==> src/rtl/ipa_pkg.sv <==
package ipa_pkg;

   localparam int DEFAULT_POOL_SIZE = 256;

   localparam int TYPE_W   = 2;
   localparam int AMT_W    = 9;
   localparam int DATA_W   = 8;
   localparam int STATUS_W = 2;

   // request codes
   localparam logic [TYPE_W-1:0] REQ_GENERATE = 2'd0;
   localparam logic [TYPE_W-1:0] REQ_ALLOCATE = 2'd1;
   localparam logic [TYPE_W-1:0] REQ_RELEASE  = 2'd2;

   // response status codes
   localparam logic [STATUS_W-1:0] ST_OK    = 2'd0;
   localparam logic [STATUS_W-1:0] ST_EMPTY = 2'd1;
   localparam logic [STATUS_W-1:0] ST_OVER  = 2'd2;

   typedef struct packed {
      logic capture;       // latch request fields, clear working result
      logic gen_setup;     // compute clipped generate count
      logic gen_step;      // write one fresh index into the idle FIFO
      logic refill_start;  // rewind idle head before refill
      logic refill_step;   // pop rest stack top into refill pipe
      logic release_exec;  // push released index
      logic alloc_empty;   // nothing to hand out
      logic alloc_take;    // pop idle head
      logic load_rsp;      // move working result to response register
   } ipa_cmd_type;

   typedef struct packed {
      logic [TYPE_W-1:0] req_type;
      logic              idle_empty;
      logic              rest_empty;
      logic              gen_done;
      logic              refill_pend;
   } ipa_stat_type;

endpackage

==> src/rtl/ipa_ctrl.sv <==
module ipa_ctrl
   import ipa_pkg::*;
(
   input  logic         clock,
   input  logic         reset,
   input  logic         req_valid,
   output logic         req_ready,
   output logic         rsp_valid,
   input  logic         rsp_ready,
   input  ipa_stat_type stat,
   output ipa_cmd_type  cmd
);

   typedef enum logic [2:0] {
      S_IDLE,
      S_DISPATCH,
      S_GEN,
      S_REFILL,
      S_ALLOC_RD,
      S_ALLOC_WAIT,
      S_DONE
   } state_type;

   state_type state_ff, state_in;
   logic      rsp_valid_ff, rsp_valid_in;

   assign req_ready = (state_ff == S_IDLE);
   assign rsp_valid = rsp_valid_ff;

   always_comb begin
      cmd          = '0;
      state_in     = state_ff;
      rsp_valid_in = rsp_valid_ff && !rsp_ready;
      case (state_ff)
         S_IDLE: begin
            if (req_valid) begin
               cmd.capture = 1'b1;
               state_in    = S_DISPATCH;
            end
         end
         S_DISPATCH: begin
            case (stat.req_type)
               REQ_GENERATE: begin
                  cmd.gen_setup = 1'b1;
                  state_in      = S_GEN;
               end
               REQ_ALLOCATE: begin
                  if (stat.idle_empty && !stat.rest_empty) begin
                     cmd.refill_start = 1'b1;
                     state_in         = S_REFILL;
                  end else begin
                     state_in = S_ALLOC_RD;
                  end
               end
               REQ_RELEASE: begin
                  cmd.release_exec = 1'b1;
                  state_in         = S_DONE;
               end
               default: begin
                  state_in = S_DONE;
               end
            endcase
         end
         S_GEN: begin
            if (stat.gen_done) begin
               state_in = S_DONE;
            end else begin
               cmd.gen_step = 1'b1;
            end
         end
         S_REFILL: begin
            // last write drains in the cycle after the last stack read
            if (stat.rest_empty && !stat.refill_pend) begin
               state_in = S_ALLOC_RD;
            end else begin
               cmd.refill_step = 1'b1;
            end
         end
         S_ALLOC_RD: begin
            if (stat.idle_empty) begin
               cmd.alloc_empty = 1'b1;
               state_in        = S_DONE;
            end else begin
               state_in = S_ALLOC_WAIT;
            end
         end
         S_ALLOC_WAIT: begin
            cmd.alloc_take = 1'b1;
            state_in       = S_DONE;
         end
         S_DONE: begin
            if (!rsp_valid_ff || rsp_ready) begin
               cmd.load_rsp = 1'b1;
               rsp_valid_in = 1'b1;
               state_in     = S_IDLE;
            end
         end
         default: begin
            state_in = S_IDLE;
         end
      endcase
   end

   always_ff @(posedge clock) begin
      if (reset) begin
         state_ff     <= S_IDLE;
         rsp_valid_ff <= 1'b0;
      end else begin
         state_ff     <= state_in;
         rsp_valid_ff <= rsp_valid_in;
      end
   end

endmodule

==> src/rtl/ipa_datapath.sv <==
module ipa_datapath
   import ipa_pkg::*;
#(
   parameter int POOL_SIZE = DEFAULT_POOL_SIZE
) (
   input  logic                clock,
   input  logic                reset,
   input  ipa_cmd_type         cmd,
   output ipa_stat_type        stat,
   input  logic [TYPE_W-1:0]   req_type,
   input  logic [AMT_W-1:0]    req_amount,
   input  logic [DATA_W-1:0]   req_index,
   output logic [STATUS_W-1:0] rsp_status,
   output logic [DATA_W-1:0]   rsp_index_res
);

   localparam int ADDR_W = $clog2(POOL_SIZE);
   localparam int CNT_W  = $clog2(POOL_SIZE + 1);
   localparam int SUM_W  = CNT_W + 1;
   localparam int GEN_W  = (CNT_W > AMT_W) ? CNT_W : AMT_W;

   localparam logic [CNT_W-1:0]  POOL_CNT  = CNT_W'(POOL_SIZE);
   localparam logic [SUM_W-1:0]  POOL_SUM  = SUM_W'(POOL_SIZE);
   localparam logic [ADDR_W-1:0] LAST_SLOT = ADDR_W'(POOL_SIZE - 1);

   logic [DATA_W-1:0] idle_mem [POOL_SIZE];
   logic [DATA_W-1:0] rest_mem [POOL_SIZE];

   // captured request
   logic [TYPE_W-1:0]   type_ff, type_in;
   logic [AMT_W-1:0]    amount_ff, amount_in;
   logic [DATA_W-1:0]   index_ff, index_in;

   // pool state
   logic [ADDR_W-1:0]   head_ff, head_in;
   logic [CNT_W-1:0]    idle_cnt_ff, idle_cnt_in;
   logic [CNT_W-1:0]    rest_cnt_ff, rest_cnt_in;
   logic [CNT_W-1:0]    total_ff, total_in;
   logic [CNT_W-1:0]    gen_left_ff, gen_left_in;
   logic                pend_ff, pend_in;

   // working and delivered result
   logic [STATUS_W-1:0] res_st_ff, res_st_in;
   logic [DATA_W-1:0]   res_idx_ff, res_idx_in;
   logic [STATUS_W-1:0] rsp_st_ff, rsp_st_in;
   logic [DATA_W-1:0]   rsp_idx_ff, rsp_idx_in;

   logic [DATA_W-1:0]   idle_rdata_ff, rest_rdata_ff;

   logic                idle_we, rest_we;
   logic [ADDR_W-1:0]   idle_waddr, rest_waddr;
   logic [DATA_W-1:0]   idle_wdata, rest_wdata;

   logic [SUM_W-1:0]    tail_sum;
   logic [ADDR_W-1:0]   tail_slot;
   logic [CNT_W-1:0]    rest_top;
   logic [GEN_W-1:0]    want, room_tot, room_fifo, n_part, n_gen;

   assign tail_sum  = SUM_W'(head_ff) + SUM_W'(idle_cnt_ff);
   assign tail_slot = (tail_sum >= POOL_SUM) ? ADDR_W'(tail_sum - POOL_SUM)
                                             : ADDR_W'(tail_sum);
   assign rest_top  = rest_cnt_ff - CNT_W'(1);

   // clipped generate count
   assign want      = (amount_ff == '0) ? GEN_W'(1) : GEN_W'(amount_ff);
   assign room_tot  = GEN_W'(POOL_CNT - total_ff);
   assign room_fifo = GEN_W'(POOL_CNT - idle_cnt_ff);
   assign n_part    = (want < room_tot) ? want : room_tot;
   assign n_gen     = (n_part < room_fifo) ? n_part : room_fifo;

   assign stat.req_type    = type_ff;
   assign stat.idle_empty  = (idle_cnt_ff == '0);
   assign stat.rest_empty  = (rest_cnt_ff == '0);
   assign stat.gen_done    = (gen_left_ff == '0);
   assign stat.refill_pend = pend_ff;

   assign rsp_status    = rsp_st_ff;
   assign rsp_index_res = rsp_idx_ff;

   always_comb begin
      type_in     = type_ff;
      amount_in   = amount_ff;
      index_in    = index_ff;
      head_in     = head_ff;
      idle_cnt_in = idle_cnt_ff;
      rest_cnt_in = rest_cnt_ff;
      total_in    = total_ff;
      gen_left_in = gen_left_ff;
      pend_in     = 1'b0;
      res_st_in   = res_st_ff;
      res_idx_in  = res_idx_ff;
      rsp_st_in   = rsp_st_ff;
      rsp_idx_in  = rsp_idx_ff;
      idle_we     = 1'b0;
      idle_waddr  = tail_slot;
      idle_wdata  = DATA_W'(total_ff);
      rest_we     = 1'b0;
      rest_waddr  = rest_cnt_ff[ADDR_W-1:0];
      rest_wdata  = index_ff;

      if (cmd.capture) begin
         type_in    = req_type;
         amount_in  = req_amount;
         index_in   = req_index;
         res_st_in  = ST_OK;
         res_idx_in = '0;
      end

      if (cmd.gen_setup) begin
         gen_left_in = CNT_W'(n_gen);
         if (n_gen < want) begin
            res_st_in = ST_OVER;
         end
         if (n_gen != '0) begin
            res_idx_in = DATA_W'(total_ff);
         end
      end

      if (cmd.gen_step) begin
         idle_we     = 1'b1;
         total_in    = total_ff + CNT_W'(1);
         idle_cnt_in = idle_cnt_ff + CNT_W'(1);
         gen_left_in = gen_left_ff - CNT_W'(1);
      end

      if (cmd.refill_start) begin
         head_in = '0;
      end

      if (cmd.refill_step && (rest_cnt_ff != '0)) begin
         rest_cnt_in = rest_top;
         pend_in     = 1'b1;
      end

      // stack entry read last cycle lands at the FIFO fill position
      if (pend_ff) begin
         idle_we     = 1'b1;
         idle_waddr  = idle_cnt_ff[ADDR_W-1:0];
         idle_wdata  = rest_rdata_ff;
         idle_cnt_in = idle_cnt_ff + CNT_W'(1);
      end

      if (cmd.release_exec) begin
         if (rest_cnt_ff == POOL_CNT) begin
            res_st_in = ST_OVER;
         end else begin
            rest_we     = 1'b1;
            rest_cnt_in = rest_cnt_ff + CNT_W'(1);
         end
      end

      if (cmd.alloc_empty) begin
         res_st_in = ST_EMPTY;
      end

      if (cmd.alloc_take) begin
         res_idx_in  = idle_rdata_ff;
         head_in     = (head_ff == LAST_SLOT) ? '0 : head_ff + ADDR_W'(1);
         idle_cnt_in = idle_cnt_ff - CNT_W'(1);
      end

      if (cmd.load_rsp) begin
         rsp_st_in  = res_st_ff;
         rsp_idx_in = res_idx_ff;
      end
   end

   always_ff @(posedge clock) begin
      if (reset) begin
         head_ff     <= '0;
         idle_cnt_ff <= '0;
         rest_cnt_ff <= '0;
         total_ff    <= '0;
         gen_left_ff <= '0;
         pend_ff     <= 1'b0;
      end else begin
         head_ff     <= head_in;
         idle_cnt_ff <= idle_cnt_in;
         rest_cnt_ff <= rest_cnt_in;
         total_ff    <= total_in;
         gen_left_ff <= gen_left_in;
         pend_ff     <= pend_in;
      end
   end

   always_ff @(posedge clock) begin
      type_ff    <= type_in;
      amount_ff  <= amount_in;
      index_ff   <= index_in;
      res_st_ff  <= res_st_in;
      res_idx_ff <= res_idx_in;
      rsp_st_ff  <= rsp_st_in;
      rsp_idx_ff <= rsp_idx_in;
   end

   always_ff @(posedge clock) begin
      if (idle_we) begin
         idle_mem[idle_waddr] <= idle_wdata;
      end
      idle_rdata_ff <= idle_mem[head_ff];
   end

   always_ff @(posedge clock) begin
      if (rest_we) begin
         rest_mem[rest_waddr] <= rest_wdata;
      end
      rest_rdata_ff <= rest_mem[rest_top[ADDR_W-1:0]];
   end

endmodule

==> src/rtl/index_pool_allocator.sv <==
// One request in flight; from accept to response valid: generate sets up, then writes n
//   indices (n = indices written, one per cycle); allocate reads and takes the head,
//   first refilling an empty FIFO from the stack (registered read); release and others
//   respond directly. Next request is taken at earliest in the cycle rsp_valid rises;
//   a response not yet taken holds the following one in its last cycle.
// Sync active-high reset clears counters and control; index memories are not cleared.
module index_pool_allocator
   import ipa_pkg::*;
#(
   parameter int POOL_SIZE = DEFAULT_POOL_SIZE
) (
   input  logic                clock,
   input  logic                reset,
   input  logic                req_valid,
   output logic                req_ready,
   input  logic [TYPE_W-1:0]   req_type,
   input  logic [AMT_W-1:0]    req_amount,
   input  logic [DATA_W-1:0]   req_index,
   output logic                rsp_valid,
   input  logic                rsp_ready,
   output logic [STATUS_W-1:0] rsp_status,
   output logic [DATA_W-1:0]   rsp_index_res
);

   ipa_cmd_type  cmd;
   ipa_stat_type stat;

   ipa_ctrl u_ctrl (
      .clock     (clock),
      .reset     (reset),
      .req_valid (req_valid),
      .req_ready (req_ready),
      .rsp_valid (rsp_valid),
      .rsp_ready (rsp_ready),
      .stat      (stat),
      .cmd       (cmd)
   );

   ipa_datapath #(
      .POOL_SIZE (POOL_SIZE)
   ) u_datapath (
      .clock         (clock),
      .reset         (reset),
      .cmd           (cmd),
      .stat          (stat),
      .req_type      (req_type),
      .req_amount    (req_amount),
      .req_index     (req_index),
      .rsp_status    (rsp_status),
      .rsp_index_res (rsp_index_res)
   );

endmodule

==> config.mk <==
export PLATFORM = sky130hd
export DESIGN_NAME = index_pool_allocator
export DESIGN_NICKNAME = d
export VERILOG_FILES = /design/src/rtl/ipa_pkg.sv /design/src/rtl/ipa_ctrl.sv /design/src/rtl/ipa_datapath.sv /design/src/rtl/index_pool_allocator.sv
export SDC_FILE = /design/constraint.sdc
export NUM_CORES = 2
export LEC_CHECK = 0
export BUFFER_PORTS_ARGS = -buffer_cell sky130_fd_sc_hd__buf_2
export CAP_MARGIN = 30
export CORE_ASPECT_RATIO = 0.7
export CORE_MARGIN = 4
export CORE_UTILIZATION = 68
export DETAILED_ROUTE_END_ITERATION = 7
export PLACE_DENSITY = 0.81
export SLEW_MARGIN = 20
export SYNTH_ARGS = -nofsm -noshare
export SYNTH_HDL_FRONTEND = slang
export SYNTH_SLANG_ARGS = --single-unit
==> constraint.sdc <==
create_clock -name clock -period 21.2 [get_ports clock]
set_clock_uncertainty 0.1 [all_clocks]
set_input_delay 2.12 -clock clock [delete_from_list [all_inputs] [get_ports clock]]
set_output_delay 2.12 -clock clock [all_outputs]
set_load 0.02 [all_outputs]
==> Word level (Yosys, flattened, before mapping) <==
Memory sizes are Yosys's and may differ from the RTL's. A register that Yosys moved wholly into a read port is not among the register bits.
Cells that the tools add are included.
Widths: inputs -> output; s select.
{ "classes": {"add_sub_neg": 11, "order_cmp": 4, "eq_ne": 14, "muxes": 63, "reduce_logical": 21} }
{ "ops": {"columns": ["operator", "count"], "rows": [
  ["$mux 9", 11],
  ["$mux 8", 10],
  ["$logic_not 9->1", 4],
  ["$mux 1", 29],
  ["$add 9x1->9 const B", 3],
  ["$lt 9x9->1", 3],
  ["$sub 9x1->9 const B", 3],
  ["$pmux 3 s7", 1],
  ["$reduce_bool 9->1", 2],
  ["$sub 9x9->9 const A", 2],
  ["$mux 3", 5],
  ["$mux 2", 6],
  ["$add 8x9->10", 1],
  ["$ge 10x9->1 const B", 1],
  ["$eq 3x3->1 const B", 3],
  ["$eq 9x9->1 const B", 1],
  ["$add 8x1->8 const B", 1],
  ["$eq 8x8->1 const B", 1],
  ["$sub 8x1->8 const B", 1],
  ["$eq 3x2->1 const B", 2],
  ["$pmux 3 s2", 1],
  ["$logic_and 1x1->1", 4],
  ["$logic_not 1->1", 4],
  ["$ne 2x1->1 const B", 2],
  ["other kinds (10)", 12]
]} }
{ "totals": {"reg_bits": 88, "ram_bits": 4096, "input_bits": 23, "output_inout_bits": 12, "n_memories": 2} }
{ "memory_table": {"columns": ["memory", "depth", "word_bits", "rd", "rd_clocked_by_memory_dff", "write_ports", "line_no", "source"], "rows": [
  ["u_datapath.idle_mem", 256, 8, 1, 1, 1, "ipa_datapath.sv:26", "logic [DATA_W-1:0] idle_mem [POOL_SIZE];"],
  ["u_datapath.rest_mem", 256, 8, 1, 1, 1, "ipa_datapath.sv:27", "logic [DATA_W-1:0] rest_mem [POOL_SIZE];"]
]} }

==> Longest topological paths before layout <==
{ "logic_depth": {"ltp_word": 11, "mapped_depth": 30} }

==> Modules after synthesis <==
From an unflattened synthesis, not the netlist that was laid out.
{ "unflattened": {"cells_unflattened": 7347, "hier_area_um2": 164012.3} }
{ "by_module_without_submodules": {"columns": ["mod", "n_inst", "cells_each", "area_each_um2", "seq_area_each_um2"], "rows": [
  ["ipa_datapath", 1, 7300, 163657.0, 125290.2],
  ["ipa_ctrl", 1, 47, 355.3, 80.1]
]} }

==> Worst setup path after synthesis <==
No wires, ideal clock.
{ "synth_timing": {"kind": "flip-flop to flip-flop", "from": "register u_datapath.pend_ff", "to": "memory u_datapath.idle_mem[0][0], data pin", "setup_ns": 2.190, "arrival_time_ns": 10.850, "required_ns": 18.910, "slack_ns": 8.060, "stages_incl_launch_ff": 5, "n_path_buf": 3, "period_less_slack_ns": 13.140, "cell_sequence": "dfxtp_1 clkbuf_1 clkbuf_1 clkbuf_1 o21ai_0"} }
{ "synth_via": {"elab_chain_cells": 1} }
{ "synth_lines": {"columns": ["element", "line_no", "source"], "rows": [
  ["start, declared", "ipa_datapath.sv:40", "logic pend_ff, pend_in;"],
  ["start signal, assigned", "ipa_datapath.sv:182", "pend_ff <= pend_in;"],
  ["$mux 8", "ipa_datapath.sv:136", "if (pend_ff) begin"],
  ["named net u_datapath.idle_wdata[0]", "ipa_datapath.sv:52", "logic [DATA_W-1:0] idle_wdata, rest_wdata;"],
  ["end, declared", "ipa_datapath.sv:26", null]
]} }
The timed path passes the listed nets, and every way through them passes these cells.

==> Worst setup path after layout <==
{ "layout_timing": {"from": "register u_datapath.total_ff[2]", "to": "register u_datapath.res_st_ff[0]"} }
{ "layout_via": {"elab_chain_cells": 10} }
{ "layout_lines": {"columns": ["element", "line_no", "source"], "rows": [
  ["start, declared", "ipa_datapath.sv:38", "logic [CNT_W-1:0] total_ff, total_in;"],
  ["start signal, assigned", "ipa_datapath.sv:180", "total_ff <= total_in;"],
  ["$sub 9x9->9 (*)", "ipa_datapath.sv:66", "assign room_tot = GEN_W'(POOL_CNT - total_ff);"],
  ["$lt 9x9->1", "ipa_datapath.sv:68", "assign n_part = (want < room_tot) ? want : room_tot;"],
  ["$mux 9 (*)", "ipa_datapath.sv:68", null],
  ["$lt 9x9->1", "ipa_datapath.sv:69", "assign n_gen = (n_part < room_fifo) ? n_part : room_fifo;"],
  ["$mux 9 (*)", "ipa_datapath.sv:69", null],
  ["$lt 9x9->1 (*)", "ipa_datapath.sv:111", "if (n_gen < want) begin"],
  ["$mux 2 (*)", "ipa_datapath.sv:111", null],
  ["$mux 2 (*)", "ipa_datapath.sv:109", "if (cmd.gen_setup) begin"],
  ["$mux 2", "ipa_datapath.sv:144", "if (rest_cnt_ff == POOL_CNT) begin"],
  ["$mux 2 (*)", "ipa_datapath.sv:143", "if (cmd.release_exec) begin"],
  ["end signal, assigned", "ipa_datapath.sv:190", "res_st_ff <= res_st_in;"],
  ["end, declared", "ipa_datapath.sv:43", "logic [STATUS_W-1:0] res_st_ff, res_st_in;"]
]} }
Mark *: on every way between the ends. The rest lies on a longest branch, timed or not.
A chain may end at the register's enable or synchronous reset.

==> metrics.txt <==
cells resized by post-CTS repair=0; Final Power=19300 uW; sequential element share of the synthesized area=0.763; via count of the first global-routing pass=85.9k; via-per-instance ratio=8.07; number of sinks handled by clock tree synthesis=4200; type of the setup path with the least slack=flip-flop to flip-flop; setup total negative slack=0 ns; violations in the final reports=DRC; die footprint=250000 um2; standard cell with the maximum stage delay on the critical path=nor4_1; total count of hold-check failures in the final report=0; antenna violation net count after detailed routing=0; starting DRC count in detailed routing=19.0k; summed instance area of the synthesized netlist=164000 um2; number of endpoints failing setup at the final stage=0; share of the core filled with cells in the final layout=0.763; total of max-cap violations=0; Clk Latency, worst-skew pair=0.94 ns; Post-Synthesis Cells=7244; number of enable flip-flop cells after synthesis=4125; maximum number of pins on one net before global-route repair=185; clock tree from TritonCTS=done; Slew headroom=0.125; initial antenna violation count=51; Setup crit start kind=flip-flop; number of buffers inserted by port buffering=34; post-synthesis area per instance=22.7 um2; worst-case vdd ir drop=0.000150 V; arrival time of the worst setup path=8.58 ns; routed wire length=497 mm; average detailed-routed wire length per instance=44.8 um; total DRC errors in the routed layout=195; overall routing resource usage=0.387; Worst Max-Slew Pin Slew=1.31 ns; RSZ-0062 raised after global routing=no; number of pins with negative max-slew slack in the final report=0; RePlAce Congestion=0.856; Unique masters post-synth=66; kind of cell adding the most delay to the critical path=simple AND/OR/NAND/NOR gates; number of synthesized register bits=4200; clock-pin slew on the worst setup and hold paths=0.07 ns; largest buffer count on any clock path=4; Warnings, synthesis=0; total via count in the routed design=89.6k; Worst Path Required=21.86 ns; Layout fillers=11.0k; run status=finished with violations; power density over the cells=105 nW/um2; iteration count of the initial detailed-routing pass=8; post-route minimum period=7.92 ns; Worst Path Max Fanout=10; Crit. End Element=flip-flop; leakage component of the power=0.0548 uW; maximum clock rate=126 MHz; final period utilization=0.374; net count reported at finish=7632; core outline area=240000 um2; height of the chip=419 um; leading cell types by total area after synthesis=edfxtp_1, mux4_2, dfxtp_1; Congestion Overflow GR=0; number of standard-cell rows in the floorplan=150; library cell with the largest summed area after synthesis=edfxtp_1; buffer count from post-CTS setup fixing=0; number of I/O pins=35; Root Driver=clkbuf_16; Synth async-reset ratio=0; effective utilization at floorplan=0.686; path type of the worst min-delay path=flip-flop to flip-flop; net count after synthesis=7318; H-tree levels=5; Buffers & Inverters on Critical Path=2; area share of the leading cell type in the synthesized netlist=0.754; half-perimeter wire length after detailed placement=239 mm; ratio of cells with drive above 1 in the final layout=0.307; leading register cell type out of synthesis=edfxtp_1; critical path's largest stage delay=0.59 ns; die outline width=596 um; Post-CTS Hold Buffers=0; area added between synthesis and finish=11.3%; Num CTS Buffers=374; first-pass GRT wire length=676 mm
==> cell usage in the layout, fill, tap and decap left out, types with 71 or more instances in the layout <==
| cell type | Yosys | routed |
|---|---|---|
| nor3_1 | 286 | 192 |
| buf_4 | 12 | 263 |
| mux4_2 | 1337 | 1337 |
| clkbuf_16 | 0 | 381 |
| clkinv_2 | 0 | 73 |
| edfxtp_1 | 4125 | 4125 |
| nor3_2 | 0 | 94 |
| nand2_1 | 114 | 106 |
| nor2_1 | 334 | 332 |
| clkinv_1 | 0 | 71 |
==> synth_stat cells, types with 9 or more instances <==
cell type and n:
buf_1 44, clkbuf_1 247, nor4_1 10, mux2_2 20, edfxtp_1 4125, xor2_1 14
nor2_1 334, buf_2 131, o211ai_1 12, buf_4 12, xnor2_1 30, ha_1 49
a21oi_1 49, a22oi_1 22, or3_1 10, inv_1 49, dfxtp_1 75, mux4_2 1337
mux2i_1 18, o21ai_0 45, nand3_1 68, nor3_1 286, a21o_1 9, nor2b_1 13
nand2_1 114
==> routing by layer <==
metal,track usage,routed length (um),vias to the layer above,part of all wire
met5,0,215,-,0.00043
met4,0.142,28200,28,0.057
met2,0.565,226000,10650,0.46
met3,0.132,83200,1944,0.17
li1,-,-,31426,-
met1,0.558,159000,45511,0.32
==> final timing paths <==
path	start	endpoint	slack, ns	cells after the start
worst max-delay path	u_datapath.total_ff[2]	u_datapath.res_st_ff[0]	13.28	27
worst min-delay path	u_datapath.res_idx_ff[0]	u_datapath.rsp_index_res[0]	0.34	0
worst max register to register	u_datapath.total_ff[2]	u_datapath.res_st_ff[0]	13.28	27
worst min register to register	u_datapath.res_idx_ff[0]	u_datapath.rsp_index_res[0]	0.34	0
==> kinds of logic after synthesis <==
logic type / after synthesis / synth area share
mux: 1375 / 0.186
compound gates: 190 / 0.00739
xor+xnor: 44 / 0.00235
simple gates: 895 / 0.0249
flops: 4200 / 0.763
buf+inv: 489 / 0.0127
fa+ha+maj: 51 / 0.00397
==> layout make-up <==
cell class	count	area (um2)	area share
Inverter	49	184	0.00101
Multi-Input combinational cell	2555	37600	0.205
Clock inverter	224	2220	0.0122
Sequential cell	4200	125000	0.685
Tap cell	3192	3990	0.0218
Timing Repair Buffer	378	3590	0.0196
Clock buffer	454	9870	0.0539
Antenna cell	42	105	0.000575
==> per-stage QoR <==
| step | instances | hold slack, ns | setup WS [ns] | instance area (um2) |
|---|---|---|---|---|
| 2_1_floorplan | 7244 | 0.308 | 8.06 | 164000 |
| 3_3_place_gp | 10305 | 0.316 | 13.22 | 169000 |
| 3_5_place_dp | 10328 | 0.318 | 13.26 | 170000 |
| 4_1_cts | 11006 | 0.334 | 13.23 | 182000 |
| 5_1_grt | 11054 | 0.353 | 12.74 | 183000 |
| 6_report | 11094 | 0.336 | 13.28 | 183000 |
==> flip-flops by register name (all words and copies together), names as in the netlist <==
name and flops:
u_ctrl.state_ff 3, u_datapath.index_ff 8, u_datapath.rsp_status 2, u_datapath.idle_mem 2048
u_datapath.total_ff 9, u_datapath.res_idx_ff 8, u_datapath.rsp_index_res 8, u_datapath.pend_ff 1
u_datapath.res_st_ff 2, u_ctrl.rsp_valid 1, u_datapath.idle_rdata_ff 8, u_datapath.idle_cnt_ff 9
u_datapath.rest_rdata_ff 8, u_datapath.rest_cnt_ff 9, u_datapath.rest_mem 2048, u_datapath.amount_ff 9
u_datapath.type_ff 2, u_datapath.head_ff 8, u_datapath.gen_left_ff 9
==> report_power, final <==
group	internal (uW)	leakage, uW	switching (uW)
Combinational	976	0.0110	1670
Clock	3830	0.00591	3290
Sequential	9430	0.0378	86.6
Total	14200	0.0548	5050
Power figures use the tool's default switching activity.
